## src/hdl/bti_pkg.sv

```systemverilog
`timescale 1ns / 1ps
// ----------------------------------------------------------------------------
// bti_pkg
// shared types and constants of the bilinear table interpolator
// ----------------------------------------------------------------------------
package bti_pkg;

    localparam int MAX_POINTS_ONE = 16;
    localparam int MAX_POINTS_TWO = 16;
    localparam int DATA_WIDTH     = 32;
    localparam int GRID_SIZE      = MAX_POINTS_ONE * MAX_POINTS_TWO;
    localparam int IDX1_W         = $clog2(MAX_POINTS_ONE);
    localparam int IDX2_W         = $clog2(MAX_POINTS_TWO);
    localparam int GRID_W         = IDX1_W + IDX2_W;
    localparam int CNT_W          = 5;
    localparam int PROD_W         = 2 * (DATA_WIDTH + 1);
    localparam int DIV_CNT_W      = $clog2(PROD_W + 1);

    typedef enum logic [1:0] {
        CMD_WR_AXIS_ONE = 2'd0,
        CMD_WR_AXIS_TWO = 2'd1,
        CMD_WR_GRID     = 2'd2,
        CMD_INTERP      = 2'd3
    } t_cmd;

    localparam logic CFG_POINTS_ONE = 1'b0;
    localparam logic CFG_POINTS_TWO = 1'b1;

    // request to the serial lerp unit
    typedef struct packed {
        logic signed [DATA_WIDTH-1:0] z0;
        logic signed [DATA_WIDTH-1:0] z1;
        logic signed [DATA_WIDTH-1:0] x0;
        logic signed [DATA_WIDTH-1:0] x1;
        logic signed [DATA_WIDTH-1:0] q;
    } t_lerp_req;

endpackage

```

## src/hdl/bti_lerp.sv

```systemverilog
`timescale 1ns / 1ps
// ----------------------------------------------------------------------------
// bti_lerp
// one linear step z0 + (dz*dx)/spacing, restoring division one bit a cycle
// ----------------------------------------------------------------------------
module bti_lerp (
    input  logic                              i_clk,
    input  logic                              i_rst_n,
    input  logic                              i_start,
    input  bti_pkg::t_lerp_req                i_req,
    output logic                              o_done,
    output logic signed [bti_pkg::DATA_WIDTH-1:0] o_value,
    output logic                              o_err
);
    import bti_pkg::*;

    localparam int EW = DATA_WIDTH + 1;

    typedef enum logic [1:0] {S_IDLE, S_MUL, S_DIV, S_OUT} t_state;

    t_state                 r_state;
    logic signed [EW-1:0]   r_dz, r_dx;
    logic [EW-1:0]          r_sp;
    logic signed [DATA_WIDTH-1:0] r_z0;
    logic [PROD_W-1:0]      r_num;
    logic [EW:0]            r_rem;
    logic [DATA_WIDTH-1:0]  r_quo;
    logic                   r_neg;
    logic [DIV_CNT_W-1:0]   r_cnt;
    logic                   r_done, r_err;
    logic signed [DATA_WIDTH-1:0] r_value;

    logic signed [EW-1:0] n_sp;
    logic [EW-1:0]        n_ma, n_mb;
    logic [EW:0]          n_rem;

    always_comb begin
        n_sp  = EW'(i_req.x1) - EW'(i_req.x0);
        n_ma  = r_dz[EW-1] ? -r_dz : r_dz;
        n_mb  = r_dx[EW-1] ? -r_dx : r_dx;
        n_rem = {r_rem[EW-1:0], r_num[PROD_W-1]};
    end

    always_ff @(posedge i_clk) begin
        if (!i_rst_n) begin
            r_state <= S_IDLE;
            r_done  <= 1'b0;
        end else begin
            r_done <= 1'b0;
            case (r_state)
                S_IDLE: begin
                    if (i_start) begin
                        r_z0  <= i_req.z0;
                        r_dz  <= EW'(i_req.z1) - EW'(i_req.z0);
                        r_dx  <= EW'(i_req.q) - EW'(i_req.x0);
                        r_sp  <= n_sp;
                        r_err <= 1'b0;
                        if (n_sp <= 0) begin
                            r_err   <= 1'b1;
                            r_value <= i_req.z0;
                            r_done  <= 1'b1;
                        end else begin
                            r_state <= S_MUL;
                        end
                    end
                end
                S_MUL: begin
                    r_num   <= PROD_W'(n_ma) * PROD_W'(n_mb);
                    r_neg   <= r_dz[EW-1] ^ r_dx[EW-1];
                    r_rem   <= '0;
                    r_quo   <= '0;
                    r_cnt   <= DIV_CNT_W'(PROD_W);
                    r_state <= S_DIV;
                end
                S_DIV: begin
                    r_num <= r_num << 1;
                    if (n_rem >= {1'b0, r_sp}) begin
                        r_rem <= n_rem - {1'b0, r_sp};
                        r_quo <= {r_quo[DATA_WIDTH-2:0], 1'b1};
                    end else begin
                        r_rem <= n_rem;
                        r_quo <= {r_quo[DATA_WIDTH-2:0], 1'b0};
                    end
                    r_cnt <= r_cnt - 1'b1;
                    if (r_cnt == DIV_CNT_W'(1)) r_state <= S_OUT;
                end
                S_OUT: begin
                    r_value <= r_z0 + (r_neg ? -r_quo : r_quo);
                    r_done  <= 1'b1;
                    r_state <= S_IDLE;
                end
                default: r_state <= S_IDLE;
            endcase
        end
    end

    assign o_done  = r_done;
    assign o_value = r_value;
    assign o_err   = r_err;

    a_done_idle: assert property (@(posedge i_clk) disable iff (!i_rst_n)
        r_done |-> r_state == S_IDLE) else $error("done outside idle");
    a_div_cnt: assert property (@(posedge i_clk) disable iff (!i_rst_n)
        r_state == S_DIV |-> r_cnt != '0) else $error("divider count underrun");
    a_out_done: assert property (@(posedge i_clk) disable iff (!i_rst_n)
        r_state == S_OUT |=> r_done) else $error("missing done");
endmodule

```

## config.mk

```make
export PLATFORM = sky130hd
export DESIGN_NAME = bti_lerp
export DESIGN_NICKNAME = d
export VERILOG_FILES = /design/src/hdl/bti_pkg.sv /design/src/hdl/bti_lerp.sv
export SDC_FILE = /design/constraint.sdc
export NUM_CORES = 2
export LEC_CHECK = 0
export BUFFER_PORTS_ARGS = -buffer_cell sky130_fd_sc_hd__buf_2
export CORE_ASPECT_RATIO = 1.1
export CORE_MARGIN = 2
export CORE_UTILIZATION = 50
export CTS_CLUSTER_DIAMETER = 100
export CTS_CLUSTER_SIZE = 12
export DETAILED_ROUTE_END_ITERATION = 8
export PLACE_DENSITY = 0.7
export SETUP_SLACK_MARGIN = 0.05
export SYNTH_ARGS = -nofsm -noshare
export SYNTH_HDL_FRONTEND = slang
export SYNTH_SLANG_ARGS = --single-unit
export TNS_END_PERCENT = 10
```

## constraint.sdc

```tcl
create_clock -name i_clk -period 14.9 [get_ports i_clk]
set_input_delay 2.235 -clock i_clk [delete_from_list [all_inputs] [get_ports i_clk]]
set_output_delay 2.235 -clock i_clk [all_outputs]
set_load 0.05 [all_outputs]
```

==> reports/results.tsv <==
stage	metric	value	unit
yosys	yosysTopAreaCellShare	35.0	%
setup_path	cp_max_fo	24	
detailed_routing	ant_nets	0	
setup_path	cp.arrival	12.47	ns
floorplanning	ios	197	
yosys	postSynthAreaPerCell	9.08	sq um
clock_network	clkTransAtPathRegs	0.07	ns
min_path	min_from	r_num[61]	
yosys	synthTopCellsByArea	fa_1 35%, edfxtp_1 17%, ha_1 9.9%	
global_routing	grt_usage	29.7	%
timing	worstMarginPinSlew	1.26	ns
yosys	syn-cell-area	55100	sq um
yosys	ys_types	74	
setup_path	r2r-start	r_dz[0]	
yosys	synthArstFlopShare	0	%
detailed_routing	wire_per_inst	21.3	um
flow_run	maxCapViolCount	0	
clock_network	clock_sinks	306	
timing	rsz0062_at_grt	false	
detailed_routing	num_vias	43500	
yosys	yosysSeqAreaShare	16.6	%
timing	hold_ws	0.523	ns
placement	port_buffers	196	
setup_path	slowest_stage	xnor2_1	
yosys	ys_ff_latch	306	
detailed_routing	viasPerCell	5.69	
layout	drive_gt1_share	7.34	%
outcome	status	completed	
timing	max_slew_margin	15.6	%
min_path	hold_depth	2	
floorplanning	rows	127	
detailed_routing	drtIter0Drc	3105	
setup_path	cpMostUsedCell	fa_1	
timing	fin_crit	12.12	ns
global_routing	grt_pass1_vias	46400	
timing	hold_viol	0	
clock_network	cts-root-buf	clkbuf_16	
setup_path	cp_slowest_stage_delay	0.98	ns
layout	final_common_cell	inv_1	
clock_network	numCtsBuffers	36	
detailed_routing	drtPass1Iterations	6	
clock_network	cts_tree	yes	
timing	fin_tns_setup	0	ns
min_path	hold_path_end	r_num[62]	
yosys	synth_edf_count	303	
global_routing	grt_max_degree	88	
layout	post-route-util	54.7	%
global_routing	antenna_found_initial	4	
setup_path	crit_required	15.25	ns
yosys	synth.largest_area_cell	fa_1	
global_routing	overflow	0	
yosys	yosys_warnings	0	
clock_network	cts_resized	0	
floorplanning	coreArea	109000	sq um
detailed_routing	wl	163000	um
global_routing	grt_pass1_wl	259000	um
clock_network	cts_setup_buffers	0	
clock_network	h-tree-depth	2	
floorplanning	dieArea	113000	sq um
yosys	synth_top_flop_cell	edfxtp_1	
clock_network	clock_latency	0.62	ns
setup_path	critPathLaunchType	register	
setup_path	r2r_setup_slack	2.78	ns
yosys	syn-num-nets	7628	
placement	hpwlAfterDp	129000	um
timing	post-route-period-util	81.3	%
detailed_routing	drcViolationCount	0	
layout	final_cell_mix	1167 x inv_1, 963 x fa_1, 785 x nand2_1	
min_path	hp-class	register to register	
timing	drv_slew	0	
floorplanning	die_h	352	um
clock_network	ctsHoldBuffers	0	
floorplanning	die_x	321	um
timing	fin_skew	0.0184	ns
floorplanning	initial_core_util	50.5	%
setup_path	r2r-end	r_num[50]	
setup_path	r2r_cells	37	
setup_path	worstSetupPathType	register to register	
placement	place_congestion	0.985	
timing	max_freq	82.5	MHz
layout	fin_nets	7766	
setup_path	critPathCaptureType	register	
timing	setup_viol	0	
layout	syn_to_final_growth	8.30	%
layout	antenna_cells	0	
yosys	synthCells	6068	
clock_network	clk_path_buf_depth	3	
synthesized netlist by cell type, types with 9 or more instances:
cell,count
nand4_1,18
o22ai_1,9
mux2_2,9
a2111oi_0,9
o21ai_0,201
o31a_1,14
fa_1,963
a21o_1,104
edfxtp_1,303
o21bai_1,27
or3_1,23
and2_1,52
clkbuf_1,214
o211ai_1,13
or2_2,13
xnor2_1,208
nor2b_1,36
nand2_1,785
a21oi_1,182
o21a_1,30
inv_1,1169
ha_1,434
or4_1,13
nor4_1,18
and3_1,24
nor2_1,671
a21boi_0,10
nand2b_1,43
mux2i_1,37
a31oi_1,27
o31ai_1,36
a211oi_1,34
nand3_1,50
xor2_1,115
o41ai_1,12
nor3_1,64
logic make-up (layout without fill, tap and decap cells):
| logic type | Yosys count | after routing | synth area share (%) |
|---|---|---|---|
| simple gates | 1845 | 1845 | 14.3 |
| fa+ha+maj | 1397 | 1397 | 44.8 |
| buf+inv | 1390 | 1548 | 9.47 |
| compound gates | 761 | 761 | 8.81 |
| xor+xnor | 323 | 323 | 5.13 |
| flops | 306 | 306 | 16.6 |
| mux | 46 | 46 | 0.856 |
worst max-delay path: cells and delay by family, from the launching register on:
family | cells | cell delay [ns]
buf+inv | 8 | 0.81
flops | 1 | 0.58
fa+ha+maj | 10 | 4.66
simple gates | 9 | 2.15
compound gates | 8 | 2.51
xor+xnor | 2 | 1.15
cell type report:
cell class / count / area [sq um]
fill: 9677 / 49500
clock buffer: 46 / 948
clock inverter: 12 / 174
sequential: 306 / 9160
multi-input combinational: 4372 / 41300
tap: 1419 / 1780
timing repair buffer: 321 / 1920
inverter: 1169 / 4390
flip-flops by register name (all words and copies together) (netlist names), 2 cells and up:
signal / count
r_sp: 33
r_quo: 32
r_num: 66
r_z0: 32
r_rem: 33
r_dx: 33
o_value: 32
r_dz: 33
r_state: 2
r_cnt: 7
routing by layer:
layer	vias up	track usage (%)	routed length, um	part of all wire [%]
li1	19300	-	-	-
met1	21700	36.3	61500	38
met2	1950	48.6	75800	46
met3	559	5.40	13400	8.2
met4	4	18.4	12500	7.6
met5	-	0	23	0.014
through the flow:
step           setup WS [ns]  cells  area, sq um
2_1_floorplan           4.50   6068        55100
3_3_place_gp            3.01   7587        58600
3_5_place_dp            2.85   7587        58600
4_1_cts                 2.88   7645        59700
5_1_grt                 2.15   7645        59700
6_report                2.78   7645        59700
worst max path at each step:
| stage | startpoint | end | slack, ns | depth (start not counted) |
|---|---|---|---|---|
| 2_1_floorplan | r_dx[0] | r_num[65] | 4.50 | 36 |
| 3_3_place_gp | r_dz[0] | r_num[65] | 3.01 | 37 |
| 3_5_place_dp | r_dz[0] | r_num[65] | 2.85 | 37 |
| 4_1_cts | r_dz[0] | r_num[65] | 2.88 | 37 |
| 5_1_grt | r_dz[0] | r_num[50] | 2.15 | 37 |
| 6_report | r_dz[0] | r_num[50] | 2.78 | 37 |
Power is left out: the tool's default activity adds up to more than one toggle a clock period on the data nets, which glitch-free logic cannot reach.
